`config.mk`:
```
export PLATFORM = sky130hd
export DESIGN_NAME = e2q_prep
export DESIGN_NICKNAME = d
export VERILOG_FILES = /design/src/rtl/e2q_pkg.sv /design/src/rtl/e2q_prep.sv
export SDC_FILE = /design/constraint.sdc
export NUM_CORES = 1
export LEC_CHECK = 0
export BUFFER_PORTS_ARGS = -buffer_cell sky130_fd_sc_hd__buf_2
export CAP_MARGIN = 20
export CORE_AREA = 4 4 135 137
export DETAILED_ROUTE_END_ITERATION = 12
export DIE_AREA = 0 0 139 141
export HOLD_SLACK_MARGIN = 0.15
export PLACE_DENSITY = 0.67
export SETUP_SLACK_MARGIN = 0.3
export SLEW_MARGIN = 25
export SYNTH_ARGS = -nofsm -noshare
export SYNTH_HDL_FRONTEND = slang
export SYNTH_SLANG_ARGS = --single-unit
```
`constraint.sdc`:
```
create_clock -name clk_i -period 3.15 [get_ports clk_i]
set_clock_uncertainty 0.15 [all_clocks]
set_input_delay 0.63 -clock clk_i [delete_from_list [all_inputs] [get_ports clk_i]]
set_output_delay 0.63 -clock clk_i [all_outputs]
set_load 0.02 [all_outputs]
```
`src/rtl/e2q_pkg.sv`:
```
package e2q_pkg;

  typedef logic signed [31:0] cs_t;
  typedef logic signed [33:0] ang_t;

  typedef struct packed {
    cs_t  x;
    cs_t  y;
    ang_t z;
    logic neg;
  } lane_t;

  typedef lane_t [2:0] lanes_t;

  localparam int   LANES       = 3;
  localparam int   ATAN_DEPTH  = 30;
  localparam int   FIELD_BITS  = 16;
  localparam cs_t  GAIN_Q30    = 32'sd652032874;
  localparam ang_t HALF_PI_Q30 = 34'sd1686629713;
  localparam ang_t PI_Q30      = 34'sd3373259426;

  localparam logic [31:0] ATAN_Q30 [ATAN_DEPTH] = '{
    32'd843314857, 32'd497837829, 32'd263043837, 32'd133525159, 32'd67021687,
    32'd33543516,  32'd16775851,  32'd8388437,   32'd4194283,   32'd2097149,
    32'd1048576,   32'd524288,    32'd262144,    32'd131072,    32'd65536,
    32'd32768,     32'd16384,     32'd8192,      32'd4096,      32'd2048,
    32'd1024,      32'd512,       32'd256,       32'd128,       32'd64,
    32'd32,        32'd16,        32'd8,         32'd4,         32'd2
  };

endpackage

```
`src/rtl/e2q_prep.sv`:
```
module e2q_prep
  import e2q_pkg::*;
#(
  parameter int ANGLE_BITS = 16
) (
  input  logic                      clk_i,
  input  logic                      rst_ni,
  input  logic                      valid_i,
  output logic                      ready_o,
  input  logic [2:0][FIELD_BITS-1:0] angle_i,
  output logic                      valid_o,
  input  logic                      ready_i,
  output lanes_t                    lanes_o
);

  logic   valid_q;
  lanes_t lanes_d, lanes_q;

  always_comb begin
    logic [31:0] raw;
    logic [31:0] sh;
    ang_t        h;
    for (int k = 0; k < LANES; k++) begin
      raw = {{(32-FIELD_BITS){1'b0}}, angle_i[k]};
      sh  = raw << (32 - ANGLE_BITS);
      h   = {{2{sh[31]}}, sh};
      lanes_d[k].x   = GAIN_Q30;
      lanes_d[k].y   = '0;
      lanes_d[k].z   = h;
      lanes_d[k].neg = 1'b0;
      // fold half angles outside a quarter turn
      if (h > HALF_PI_Q30) begin
        lanes_d[k].z   = h - PI_Q30;
        lanes_d[k].neg = 1'b1;
      end else if (h < -HALF_PI_Q30) begin
        lanes_d[k].z   = h + PI_Q30;
        lanes_d[k].neg = 1'b1;
      end
    end
  end

  assign ready_o = ~valid_q | ready_i;

  always_ff @(posedge clk_i or negedge rst_ni) begin
    if (!rst_ni) begin
      valid_q <= 1'b0;
    end else if (ready_o) begin
      valid_q <= valid_i;
    end
  end

  always_ff @(posedge clk_i) begin
    if (ready_o && valid_i) begin
      lanes_q <= lanes_d;
    end
  end

  assign valid_o = valid_q;
  assign lanes_o = lanes_q;

endmodule

```
======== After elaboration in Yosys (flattened, before gate mapping) ========
Index checks and enable logic that the tools add are counted.
word-level totals
  register bits after elaboration ......... 106
  output and inout port bits .............. 299
operators by class
  add/subtract/negate cells ............... 6
  magnitude comparators ................... 6
  mux-type cells .......................... 6
  bitwise operators ....................... 2
  reductions and logical operators ........ 1
operators by type and width
  operator                                                                number
  35-bit 2-to-1 mux                                                       6
  32-bit by 33-bit adder with 34-bit output (second input constant)       3
  32-bit by 33-bit subtractor with 34-bit output (second input constant)  3
  32-bit > comparator (second input constant)                             3
  32-bit < comparator (second input constant)                             3
  1-bit logical AND                                                       1
  1-bit inverter                                                          1
  1-bit OR                                                                1

======== Logic depth before layout (Yosys ltp) ========
  depth after elaboration ................. 3
  depth in mapped cells ................... 14

======== Worst setup path after synthesis ========
No wires, ideal clock.
  path type ............................... input port to flip-flop
  start ................................... input port angle_i[1] in the netlist's numbering
  end ..................................... register lanes_q (netlist bit lanes_o[32]), data pin
  setup time .............................. 0.255 ns
  data arrival time ....................... 2.659 ns
  required time ........................... 2.745 ns
  setup slack ............................. 0.086 ns
  cell stages on the path ................. 13
  buffers on the path ..................... 2
  cell sequence ........................... inv_1 -> ha_1 -> nand2b_1 -> a41o_1 -> a31oi_1 -> nor2_1 -> o31a_1 -> ha_1 -> clkbuf_1 -> clkbuf_1 -> o2111ai_1 -> xor2_1 -> nand2_1
RTL lines
  item                  RTL line        RTL
  start, declared       e2q_prep.sv:10  input logic [2:0][FIELD_BITS-1:0] angle_i,
  end signal, assigned  e2q_prep.sv:54  lanes_q <= lanes_d;
  end, declared         e2q_prep.sv:17  lanes_t lanes_d, lanes_q;

==> results.sh <==
export IMPL_synth_seq_area_share=0.322
export IMPL_maxUsedRoutingLayer="met5"
export IMPL_synth_top_area_frac=0.318
export IMPL_clock_sinks=64
export IMPL_grt_pass1_vias=3691
export IMPL_core_mm2=0.0171
export IMPL_io_buffer_count=155
export IMPL_rsz0062_at_grt="yes"
export IMPL_dr_pass1_iters=4
export IMPL_drt_iter0_markers=263
export IMPL_leakagePower_nw=3.14
export IMPL_ios=351
export IMPL_synth_top_area_cell="edfxtp_1"
export IMPL_clk_latency_ns=0.33
export IMPL_required_ns=3.08
export IMPL_grt_max_degree=64
export IMPL_antenna_found_initial=1
export IMPL_ir_worst_vdd_uv=193
export IMPL_wl_met1_um=5060
export IMPL_final_layout_size_suffix_gt1_frac=0.290
export IMPL_synth_cell_types=58
export IMPL_dr_wl_met3_um=1130
export IMPL_detail_route_vias_per_cell=4.20
export IMPL_tns_ns=0
export IMPL_multi_input_comb_area_mm2=0.00280
export IMPL_power_density_mw_per_mm2=472
export IMPL_synth_edff_count=63
export IMPL_r2r_start="valid_o"
export IMPL_hold_path_startpoint="valid_i"
export IMPL_avgSynthCellArea_um2=9.32
export IMPL_finalHoldViolations=0
export IMPL_min_period_over_period=0.872
export IMPL_timing_max_cap_violations=0
export IMPL_numCtsBuffers=9
export IMPL_row_count=48
export IMPL_synthTopCellsByArea="edfxtp_1 32%, buf_4 30%, xnor2_1 4.3%"
export IMPL_cts_tree="built"
export IMPL_fin_nets=830
export IMPL_arrival_ns=2.68
export IMPL_overflow=0
export IMPL_cp_start_kind="primary input"
export IMPL_cts_root_buffer="clkbuf_16"
export IMPL_setup_viol=0
export IMPL_setup_slack_ns=0.402
export IMPL_netlist_area_mm2=0.00595
export IMPL_chipWidth_um=139
export IMPL_relSlewSlack=0.654
export IMPL_clkSlewWorstSetupHoldPaths_ns=0.06
export IMPL_gp_congestion=0.901
export IMPL_r2r_end="lanes_o[120]"
export IMPL_ys_flop_type="edfxtp_1"
export IMPL_hold_path_class="in2reg"
export IMPL_yosys_warnings=0
export IMPL_pre_cts_ws_ns=0.00725
export IMPL_drv_slew=0
export IMPL_outcome="complete, no violations"
export IMPL_register_area_mm2=0.00192
export IMPL_die_area_mm2=0.0196
export IMPL_fin_crit_ns=2.75
export IMPL_slowest_stage="or4_4"
export IMPL_grt_pass1_wl_um=19000
export IMPL_routed_wirelength_um=13300
export IMPL_crit_path_max_fanout=7
export IMPL_fmax_ghz=0.364
export IMPL_initial_core_util=0.349
export IMPL_dp_hpwl_um=10500
export IMPL_met2_wirelength_um=6710
export IMPL_rr_worst_depth=3
export IMPL_wl_per_cell_um=13.4
export IMPL_crit_chain="buf_2, inv_1, ha_2, nand2b_1, a41o_1, a31oi_1, nor2_1, o31a_1, ha_4, o21ai_4, or4_4, xnor2_1"
export IMPL_crit_type="in2reg"
export IMPL_clockBufferDepth=2
export IMPL_async_flop_share=0.0156
export IMPL_fp_dieH_um=141
export IMPL_vias=4178
export IMPL_diodes=0
export IMPL_drc=0
export IMPL_holdPathEnd="valid_o"
export IMPL_hold_path_depth=2
export IMPL_cp_end_kind="flop"
export IMPL_area_growth_pct=8.41
export IMPL_fill_cells=1751
export IMPL_antenna_left=0
export IMPL_worst_slew_pin_slew_ns=0.517
export IMPL_synth_ff_latch_count=64
export IMPL_cpPeakStageDelay_ns=0.42
export IMPL_r2r_slack_ns=1.66
export IMPL_grt_total_usage=0.120
export IMPL_htreeDepth=3
export IMPL_synthCells=638
[state kept, by name (all words and copies together) (netlist names)]
register  cells
lanes_o      63
valid_o       1
[per-layer routing]
metal  track usage  up-vias
li1              -     1992
met1         0.141     1919
met2         0.208      239
met3        0.0268       26
met4        0.0602        2
met5             0        -
[placed cells by master (no fill, tap or decap), types with 5 or more instances in the layout]
| cell | count |
|---|---|
| nand3_1 | 16 |
| o211ai_1 | 5 |
| conb_1 | 195 |
| nand4_1 | 6 |
| buf_4 | 30 |
| xor2_1 | 11 |
| clkbuf_16 | 9 |
| edfxtp_1 | 63 |
| buf_2 | 155 |
| xnor2_1 | 29 |
| o21ai_0 | 16 |
| mux2i_1 | 19 |
| nand2b_1 | 14 |
| nor3_1 | 8 |
| o21ai_1 | 5 |
| nor2_1 | 20 |
| ha_1 | 9 |
| inv_1 | 22 |
| a21oi_1 | 6 |
| a31oi_1 | 8 |
| nand2_1 | 38 |
[layout make-up]
type / count / share of cell area
Inverter: 22 / 0.0128
Clock buffer: 10 / 0.0355
Tap cell: 225 / 0.0437
Multi-Input combinational cell: 479 / 0.435
Timing Repair Buffer: 188 / 0.162
Sequential cell: 64 / 0.297
Clock inverter: 6 / 0.0146
[Yosys cell counts (5+ instances only)]
cell type	count
buf_2	13
ha_1	14
mux2i_1	19
nand4_1	6
inv_1	22
a41oi_1	5
xor2_1	11
nand2b_1	14
a31oi_1	8
o211ai_1	5
nand3_1	16
nor3_1	8
a21oi_1	6
o21ai_1	5
nand2_1	38
o21ai_0	16
clkbuf_1	14
nor2_1	20
buf_4	238
xnor2_1	29
edfxtp_1	63
[critical path: cells and delay by family]
kind,cells,cell delay [ns]
adder cells (fa/ha/maj),2,0.51
buffers and inverters,2,0.15
XOR/XNOR,1,0.13
AND/OR/NAND/NOR,3,0.55
AO/OA/AOI/OAI,4,0.70
[through the flow]
stage	instances	power [mW]	cell area, um^2	utilization	hold slack (ns)
finish	994	3.05	6450	0.378	0.353
global placement	975	1.96	6070	0.356	0.255
detailed placement	975	1.97	6070	0.356	0.257
global route	994	3.19	6450	0.378	0.346
CTS	992	3.06	6400	0.375	0.338
floorplan	831	1.95	6710	-	0.184
[cells by family (layout without fill, tap and decap cells)]
kind of cell / count (synthesis) / count (layout) / synth area share
other: 2 / 195 / 0.00126
buffers and inverters: 288 / 226 / 0.336
and+or+nand+nor: 129 / 129 / 0.112
adders and majority gates: 14 / 14 / 0.0294
AOI/OAI and AO/OA: 80 / 80 / 0.104
xor gates and xnor gates: 40 / 40 / 0.0589
DFF: 64 / 64 / 0.322
muxes: 21 / 21 / 0.0358
[repair_timing]
item                       CTS  global route
hold endpoints to repair     1             0
hold buffers                 1             0
resized for setup            0             7
setup endpoints to repair    0            27
buffers inserted             0             2
[power by group]
part	internal, mW	total, mW	switching, mW
combinational	0.268	0.904	0.636
sequential	1.04	1.06	0.0229
clock	0.697	1.08	0.385
total	2.00	3.05	1.04
[worst max path at each step]
stage                           start  slack (ns)      endpoint  depth (start not counted)
after floorplan           angle_i[32]        0.28  lanes_o[218]                         11
after global placement    angle_i[16]        0.02  lanes_o[129]                         13
after detailed placement  angle_i[16]       0.007  lanes_o[129]                         13
after CTS                 angle_i[16]        0.34  lanes_o[129]                         13
after global routing      angle_i[33]        0.28  lanes_o[223]                         14
final                     angle_i[33]        0.40  lanes_o[218]                         12
Power figures use the tool's default switching activity.
