--- src/rtl/e2q_pkg.sv ---
package e2q_pkg;

  typedef logic signed [31:0] cs_t;
  typedef logic signed [33:0] ang_t;

  typedef struct packed {
    cs_t  x;
    cs_t  y;
    ang_t z;
    logic neg;
  } lane_t;

  typedef lane_t [2:0] lanes_t;

  localparam int   LANES       = 3;
  localparam int   ATAN_DEPTH  = 30;
  localparam int   FIELD_BITS  = 16;
  localparam cs_t  GAIN_Q30    = 32'sd652032874;
  localparam ang_t HALF_PI_Q30 = 34'sd1686629713;
  localparam ang_t PI_Q30      = 34'sd3373259426;

  localparam logic [31:0] ATAN_Q30 [ATAN_DEPTH] = '{
    32'd843314857, 32'd497837829, 32'd263043837, 32'd133525159, 32'd67021687,
    32'd33543516,  32'd16775851,  32'd8388437,   32'd4194283,   32'd2097149,
    32'd1048576,   32'd524288,    32'd262144,    32'd131072,    32'd65536,
    32'd32768,     32'd16384,     32'd8192,      32'd4096,      32'd2048,
    32'd1024,      32'd512,       32'd256,       32'd128,       32'd64,
    32'd32,        32'd16,        32'd8,         32'd4,         32'd2
  };

endpackage

--- src/rtl/e2q_cordic_cell.sv ---
module e2q_cordic_cell
  import e2q_pkg::*;
#(
  parameter int STAGE = 0
) (
  input  logic   clk_i,
  input  logic   rst_ni,
  input  logic   valid_i,
  output logic   ready_o,
  input  lanes_t lanes_i,
  output logic   valid_o,
  input  logic   ready_i,
  output lanes_t lanes_o
);

  localparam ang_t ATAN_STEP = {2'b00, ATAN_Q30[STAGE]};

  logic   valid_q;
  lanes_t lanes_d, lanes_q;

  always_comb begin
    cs_t xs;
    cs_t ys;
    for (int k = 0; k < LANES; k++) begin
      xs = $signed(lanes_i[k].x) >>> STAGE;
      ys = $signed(lanes_i[k].y) >>> STAGE;
      lanes_d[k].neg = lanes_i[k].neg;
      if (!lanes_i[k].z[33]) begin
        lanes_d[k].x = $signed(lanes_i[k].x) - ys;
        lanes_d[k].y = $signed(lanes_i[k].y) + xs;
        lanes_d[k].z = $signed(lanes_i[k].z) - ATAN_STEP;
      end else begin
        lanes_d[k].x = $signed(lanes_i[k].x) + ys;
        lanes_d[k].y = $signed(lanes_i[k].y) - xs;
        lanes_d[k].z = $signed(lanes_i[k].z) + ATAN_STEP;
      end
    end
  end

  assign ready_o = ~valid_q | ready_i;

  always_ff @(posedge clk_i or negedge rst_ni) begin
    if (!rst_ni) begin
      valid_q <= 1'b0;
    end else if (ready_o) begin
      valid_q <= valid_i;
    end
  end

  always_ff @(posedge clk_i) begin
    if (ready_o && valid_i) begin
      lanes_q <= lanes_d;
    end
  end

  assign valid_o = valid_q;
  assign lanes_o = lanes_q;

endmodule

--- config.mk ---
export PLATFORM = sky130hd
export DESIGN_NAME = e2q_cordic_cell
export DESIGN_NICKNAME = d
export VERILOG_FILES = /design/src/rtl/e2q_pkg.sv /design/src/rtl/e2q_cordic_cell.sv
export SDC_FILE = /design/constraint.sdc
export NUM_CORES = 1
export LEC_CHECK = 0
export BUFFER_PORTS_ARGS = -buffer_cell sky130_fd_sc_hd__buf_2
export CAP_MARGIN = 10
export CORE_AREA = 2 2 231 233
export DETAILED_ROUTE_END_ITERATION = 12
export DIE_AREA = 0 0 233 235
export GPL_TIMING_DRIVEN = 0
export PLACE_DENSITY = 0.82
export SLEW_MARGIN = 20
export SYNTH_ARGS = -nofsm -noshare
export SYNTH_HDL_FRONTEND = slang
export SYNTH_SLANG_ARGS = --single-unit
--- constraint.sdc ---
create_clock -name clk_i -period 17.7 [get_ports clk_i]
set_clock_uncertainty 0.15 [all_clocks]
set_input_delay 1.77 -clock clk_i [delete_from_list [all_inputs] [get_ports clk_i]]
set_output_delay 1.77 -clock clk_i [all_outputs]
set_load 0.02 [all_outputs]
Yosys cells after proc, flatten, opt, wreduce, memory -nomap -nowiden
Index checks and enable logic that the tools add are counted.
- bits of input ports: 301
- logic and storage cells: 34
- bits in registers: 298
- output and inout port bits: 299
- reductions and logical operators: 1
- $add $sub $neg: 15
- bitwise gates (word level): 2
- mux-type cells: 3
- operators by type and width (kind ; number):
    2-to-1 mux 98 bit ; 3
    subtractor 32 bit ; 6
    adder 34 x 31 -> 34 bit (second input constant) ; 3
    subtractor 34 x 31 -> 34 bit (second input constant) ; 3
    adder 32 bit ; 3
    logical AND 1 bit ; 1
    inverter 1 bit ; 1
    OR 1 bit ; 1

Longest topological paths before layout
Gate-level depths: netlist of run 1.
- depth after elaboration: 3
- depth in mapped cells: 14
- mapped depth without buffers: 12

Least setup slack after synthesis of run 1
No wires, ideal clock.
- kind: input -> register
- start point: input port ready_i
- end point: register lanes_q, in the netlist lanes_o[0], enable pin
- cell stages on the path: 2
- arrival: 8.733 ns
- setup slack: 8.125 ns
- required time: 16.858 ns
- library setup time: 0.692 ns
- buffers on the path: 0
- cells stage by stage: nand2b_1 > and2_1
- word-level cells in the longest chain between the ends: 2
- ends and longest elaborated chain (element ; RTL line ; RTL):
    start: declaration ; e2q_cordic_cell.sv:12 ; input logic ready_i,
    OR 1 bit ; e2q_cordic_cell.sv:40 ; assign ready_o = ~valid_q | ready_i;
    logical AND 1 bit ; e2q_cordic_cell.sv:51 ; if (ready_o && valid_i) begin
    end signal: assignment ; e2q_cordic_cell.sv:52 ; lanes_q <= lanes_d;
    end: declaration ; e2q_cordic_cell.sv:19 ; lanes_t lanes_d, lanes_q;
No other way between the ends.
A chain may end at the register's enable or synchronous reset.

==> run summary, run 1 <==
Number of global-route vias before repair: 28630
# port buffers: 599
Status: finished clean
Gr usage total: 0.380
Setup TNS: 0 ns
Tightest Hold Check Type: reg -> reg
Overflow after GRT: 0
Clock Sinks: 295
Number of antenna violations at the first check in global routing: 38
Commonest register cell after synthesis: edfxtp_1
Max clock buf depth: 3
Die ar.: 54800 um^2
RSZ-0062 raised after global routing: false
Largest net degree at the start of global routing: 60
Worst Path Buf+Inv: 6
TritonCTS clock tree: yes
Root buffer cell: clkbuf_16
Die W: 233 um
GP Congestion: 1.04
Final net count: 4817
ANT nets after route: 0
Arrival @ worst endpoint: 6.40 ns
First-pass GRT wire length: 163 mm
H-Tree Depth: 2
Final hold vios: 0
Max Fanout on Critical Path: 23
Placed Cells: 4775
Slew HR: 0.311
Final setup viols: 0
Share of cells above drive strength 1: 0.184
Sequential area share after synthesis: 0.293
Hold buffer count at cts: 0
Post-Syn Instances: 3481
Yosys reg bits: 295
Syn Nets: 4172
Core box area: 52200 um^2
CP max stage cell: clkbuf_1
Max-cap violations: 0
Area Growth Syn to Fin: 17.3%
Routed Wire Length: 108 mm
Finished Cell Area: 35400 um^2
Die height: 235 um
Fmax: 0.160 GHz
Synth unique cells: 102
Leakage Power: 0.0160 uW
Non-filler cells, final: 4866
Row Count: 84
Slew Viols, Final: 0
Worst-path clk slew: 0.06 ns
I/O Pins: 600
Setup Buffers After CTS: 0
Post-synth EDFFs: 294
CP Class: in -> reg
Average wire per standard cell: 22.2 um
Cts bufs inserted: 37
Area share of the largest cell type after synthesis: 0.293
Starting Density: 0.578
Largest delay share family, worst path: buffers and inverters
Worst setup EP type: flop
Ranking of synthesized cells by area: edfxtp_1, ha_1, xnor2_1, a21oi_1, inv_1
Pwr/cell area: 77.9 nW/um^2
Yosys top cell by area: edfxtp_1
Initial DRC count: 3112
Yosys warning count: 0
Clock latency on the worst-skew pair: 0.55 ns
Drc violations: 0
Asr flop ratio synth: 0.00339
Synthesized area: 30200 um^2
Vias per std cell: 6.21
Crit path cell chain: buf_2, clkbuf_1, inv_1, clkbuf_1, buf_2, buf_12, ha_1, a211oi_1, o21ai_0, o2111ai_1, o211a_1, o21ai_0, a31o_2, a221o_1, a21oi_1, xnor2_1
Final core area utilization: 0.678
Placed Instance Area: 34200 um^2
Worst setup SP type: input pin
# fillers: 4375
First-pass DRT Iterations: 8
Average size of a mapped cell: 8.67 um^2
Tmin final: 6.25 ns
Detailed Place HPWL: 86.2 mm
Worst EP required: 17.85 ns
Worst-Margin Slew: 1.03 ns
Worst path max stage delay: 0.52 ns
Period utilization: 0.353
Post-cts gate resize count: 0
Max VDD drop: 64.9 uV
Vias post-DR: 30209
## where the power goes
| group | switching [uW] | internal, uW |
|---|---|---|
| registers | 24.0 | 894 |
| clock network | 308 | 412 |
| logic | 720 | 398 |
| total | 1050 | 1700 |
## cells in the mapped netlist (all sizes together), types with 43 or more instances
master and n:
a21oi 390, ha 378, inv 309, edfxtp 294, nor2 278, o21ai 244, xnor2 221, nand2 182
a21o 118, clkbuf 85, nand3 65, nor3 64, buf 58, o21bai 57, mux2i 48, a211oi 47
nor2b 44, xor2 44, nand2b 43
## cell usage in the layout, fill, tap and decap left out, types with 37 or more instances in the layout
master	count
nand4_1	38
a31oi_1	40
clkbuf_16	37
nand3_1	65
xor2_1	44
inv_1	303
nor2b_1	44
nor3_1	64
a21oi_1	384
o21bai_1	57
mux2i_1	48
buf_2	627
nand2b_1	43
clkbuf_1	89
a211oi_1	45
xnor2_1	221
nand2_1	182
o21ai_0	222
a21o_1	118
nor2_1	278
edfxtp_1	294
ha_1	378
## state kept, by name, indices dropped and copies added, names as in the netlist
register  flops
lanes_o     294
valid_o       1
## worst paths after layout
path                              start            to  slack [ns]  cells past startpoint
min in group asynchronous        rst_ni       valid_o        0.83                      1
max reg2reg                     valid_o  lanes_o[134]       15.23                      5
min reg2reg                     valid_o       valid_o        0.41                      2
max in group asynchronous        rst_ni       valid_o       16.49                      1
min                             valid_o       valid_o        0.41                      2
max                        lanes_i[133]  lanes_o[131]       11.45                     16
## layer usage
layer | GRT usage | wire length, um | up-vias
li1 | - | - | 13988
met3 | 0.0812 | 11100 | 380
met1 | 0.476 | 41400 | 14094
met4 | 0.208 | 6430 | 22
met5 | 0 | 138 | -
met2 | 0.609 | 49000 | 1725
## logic make-up (layout without fill, tap and decap cells)
| group | Yosys count | count (layout) | share of synthesized area |
|---|---|---|---|
| mux | 49 | 49 | 0.0163 |
| simple gates | 854 | 854 | 0.136 |
| buf+inv | 457 | 1124 | 0.0602 |
| fa+ha+maj | 390 | 390 | 0.165 |
| compound gates | 1171 | 1171 | 0.253 |
| flops | 295 | 295 | 0.293 |
| other cells | 0 | 30 | 0 |
| xor+xnor | 265 | 265 | 0.0769 |
## worst min-delay path, stage by stage (launching register included)
cell,delay [ns]
dfrtp_1,0.35
nand2b_1,0.10
nand2b_1,0.08
## area by class of cell
cell class	count	area [um^2]	area share
Multi-Input combinational cell	2729	19500	0.551
Sequential cell	295	8850	0.250
Timing Repair Buffer	606	3180	0.0897
Inverter	314	1180	0.0333
Clock buffer	43	948	0.0268
Tap cell	688	861	0.0243
Buffer	143	642	0.0181
Clock inverter	18	165	0.00467
Antenna cell	30	75.1	0.00212
## stage by stage
stage / total power, uW / setup WS [ns] / hold WS, ns
floorplan: 1670 / 8.12 / 0.633
global placement: 2020 / 5.54 / 0.351
detailed placement: 2020 / 11.06 / 0.363
CTS: 2740 / 11.65 / 0.409
global route: 2880 / 11.36 / 0.465
finish: 2760 / 11.45 / 0.412
No activity file was read; power rests on OpenSTA's default activity.
==> run 2, diff against run 1 <==
Settings changed: CORE_AREA 2 2 231 233 to 2 2 232 234, DIE_AREA 0 0 233 235 to 0 0 234 236.
Clock period 17.7 ns to 5.9 ns, I/O delays scaled along.
==> run 2 against run 1 <==
  * Worst hold slack got worse by 0.37 ns
  * Power increased to 3.0 times the previous value
  * Combinational power increased to 3.0 times the previous value
  * Clock power increased to 3.1 times the previous value
  * Clock-buffer cell count decreased by 3
  * Sequential cell count unchanged
  * Via count decreased by 0.59%
  * Setup slack got worse by 11 ns
  * First-iteration DRC count increased by 2.3%
  * Utilization decreased by 0.94 points
  * Design area increased by 0.18%
==> run summary, run 2 (synthesized netlist as in run 1, its figures left out) <==
Status: finished clean
Critical path endpoint: lanes_o[130]
Setup WS post-layout: 0.814 ns (-10.64 ns)
Worst-path clk slew: 0.06 ns (about the same)
Internal: 5190 uW (+200%)
Reg power frac: 0.329 (-0.004)
Routed Wire Length: 107 mm (-0.64%)
First-pass DRT Iterations: 6 (-2)
Tmin final: 5.09 ns
Finished Cell Area: 35500 um^2 (+0.18%)
Gr usage total: 0.372 (-0.00844)
Tightest Hold Check Type: in -> reg
Worst path max stage delay: 0.52 ns (about the same)
Final core area utilization: 0.668 (-0.00943)
Slew HR: 0.135 (-0.177)
Hold_ws: 0.0444 ns (-0.367 ns)
Most common cell after layout, fill and taps aside: buf_2
Worst setup SP type: input pin
Vias post-DR: 30030 (-0.59%)
CP max stage cell: clkbuf_1
Pwr/cell area: 236 nW/um^2 (+200%)
Share of cells above drive strength 1: 0.185 (+0.000875)
Number of antenna violations at the first check in global routing: 35 (-7.9%)
Die height: 236 um (+0.43%)
Die W: 234 um (+0.43%)
Placed Instance Area: 34200 um^2 (about the same)
Number of global-route vias before repair: 27936 (-2.4%)
Die ar.: 55200 um^2 (+0.86%)
Pwr Total: 8360 uW (+200%)
Clock power frac: 0.271 (+0.010)
Post-cts gate resize count: 0 (unchanged)
Root buffer cell: clkbuf_16
R2r setup slk: 3.31 ns (-11.92 ns)
Initial DRC count: 3185 (+2.3%)
Commonest cells after routing, fill and taps aside: buf_2, a21oi_1, ha_1
Worst Path Buf+Inv: 6 (unchanged)
Max-cap violations: 0 (unchanged)
Vias per std cell: 6.15 (-0.86%)
Worst EP required: 6.07 ns (-11.78 ns)
Period utilization: 0.862
RSZ-0062 raised after global routing: false
First-pass GRT wire length: 159 mm (-2.1%)
Largest net degree at the start of global routing: 60 (unchanged)
Row Count: 85 (+1.2%)
H-Tree Depth: 2 (unchanged)
Reg2Reg Depth: 5 (unchanged)
Cts bufs inserted: 35 (-5.4%)
Fmax: 0.197 GHz
# fillers: 4495 (+2.7%)
Final hold vios: 0 (unchanged)
Worst setup startpoint: lanes_i[133]
Reg2Reg Launch Point: valid_o
Max clock buf depth: 3 (unchanged)
Worst-Margin Slew: 1.27 ns (+0.232 ns)
CP Class: in -> reg
Largest delay share family, worst path: buffers and inverters
Max VDD drop: 230 uV (+250%)
Crit path cell chain: buf_2, clkbuf_1, inv_1, clkbuf_1, buf_2, buf_16, ha_1, nor2b_1, o31a_1, o311ai_1, o2111ai_4, a21oi_2, o21ai_2, and3_4, a211oi_2, xnor2_1
Leakage Power: 0.0160 uW (+0.20%)
Switching Power: 3170 uW (+200%)
Drc violations: 0 (unchanged)
Arrival @ worst endpoint: 5.26 ns (-1.14 ns)
Average wire per standard cell: 22.0 um (-0.91%)
Worst setup EP type: flop
Detailed Place HPWL: 85.4 mm (-0.95%)
Reg-to-reg endpoint: lanes_o[139]
Starting Density: 0.568 (-0.00908)
Largest register FFs: 294 (unchanged)
Critical path depth: 16 (unchanged)
Final setup viols: 0 (unchanged)
Pre-CTS setup slack: 0.368 ns (-10.69 ns)
Max Fanout on Critical Path: 17 (-26%)
Final net count: 4816 (-0.021%)
Core box area: 53100 um^2 (+1.6%)
Slew Viols, Final: 0 (unchanged)
ANT nets after route: 0 (unchanged)
Area Growth Syn to Fin: 17.6%
Overflow after GRT: 0 (unchanged)
Combinational power share: 0.400 (-0.006)
Clock Sinks: 295 (unchanged)
I/O Pins: 600 (unchanged)
Sw Ratio: 0.379 (-0.00265)
Setup Buffers After CTS: 0 (unchanged)
# port buffers: 599 (unchanged)
TritonCTS clock tree: yes
Clock latency on the worst-skew pair: 0.56 ns (about the same)
GP Congestion: 1.00 (-3.5%)
run 2: changes by cell type in the layout (fill, tap and decap cells not counted), moves of 2 or more:
cell / delta
bufinv_16: +3
clkbuf_16: -2
clkinv_1: -2
clkinv_2: +3
clkinv_8: -2
diode_2: +3
inv_6: +2
run 2: power by group through the flow:
stage          clock network [uW]  registers (uW)  logic [uW]
3_5_place_dp                    0            2790        3240
5_1_grt                      2350            2770        3600
3_3_place_gp                    0            2810        3200
2_1_floorplan                   0            3110        1900
6_report                     2260            2750        3350
4_1_cts                      2280            2750        3270
run 2: worst min-delay path by stage:
stage / from / to / cells after the start
2_1_floorplan: rst_ni / valid_o / 0
3_3_place_gp: rst_ni / valid_o / 1
3_5_place_dp: rst_ni / valid_o / 1
4_1_cts: lanes_i[0] / lanes_o[0] / 1
5_1_grt: lanes_i[0] / lanes_o[0] / 1
6_report: lanes_i[0] / lanes_o[0] / 1
run 2: through the flow:
stage                     TNS (ns)  instances
after CTS                        0       4846
after floorplan                  0       3481
final                            0       4879
after global placement     -148.04       4776
after detailed placement         0       4783
after global routing             0       4872
run 2: worst reg2reg max path, cell delays in order, from the launching register on:
cell	delay [ns]
dfrtp_1	0.38
nand2b_1	0.14
and2_4	0.57
buf_16	0.34
buf_12	0.33
buf_16	0.31
run 2: cell type report:
| type | instances | area, um^2 | share of cell area |
|---|---|---|---|
| well taps | 696 | 871 | 0.0246 |
| clock inverters | 22 | 249 | 0.00702 |
| diodes | 33 | 82.6 | 0.00233 |
| plain buffers | 143 | 642 | 0.0181 |
| multi-input cells | 2729 | 19500 | 0.550 |
| flip-flops and latches | 295 | 8850 | 0.250 |
| inverters | 314 | 1180 | 0.0332 |
| repair buffers | 607 | 3190 | 0.0900 |
| clock buffers | 40 | 895 | 0.0252 |
run 2: layer usage:
metal	track usage	part of all wire
met5	0	0.00061
met4	0.215	0.060
met3	0.0867	0.10
met2	0.572	0.44
met1	0.475	0.39
run 2: what timing repair did:
| item | in CTS | in global routing |
|---|---|---|
| hold buffers | 1 | 0 |
| hold endpoints to repair | 1 | 0 |
| setup endpoints to repair | 0 | 0 |
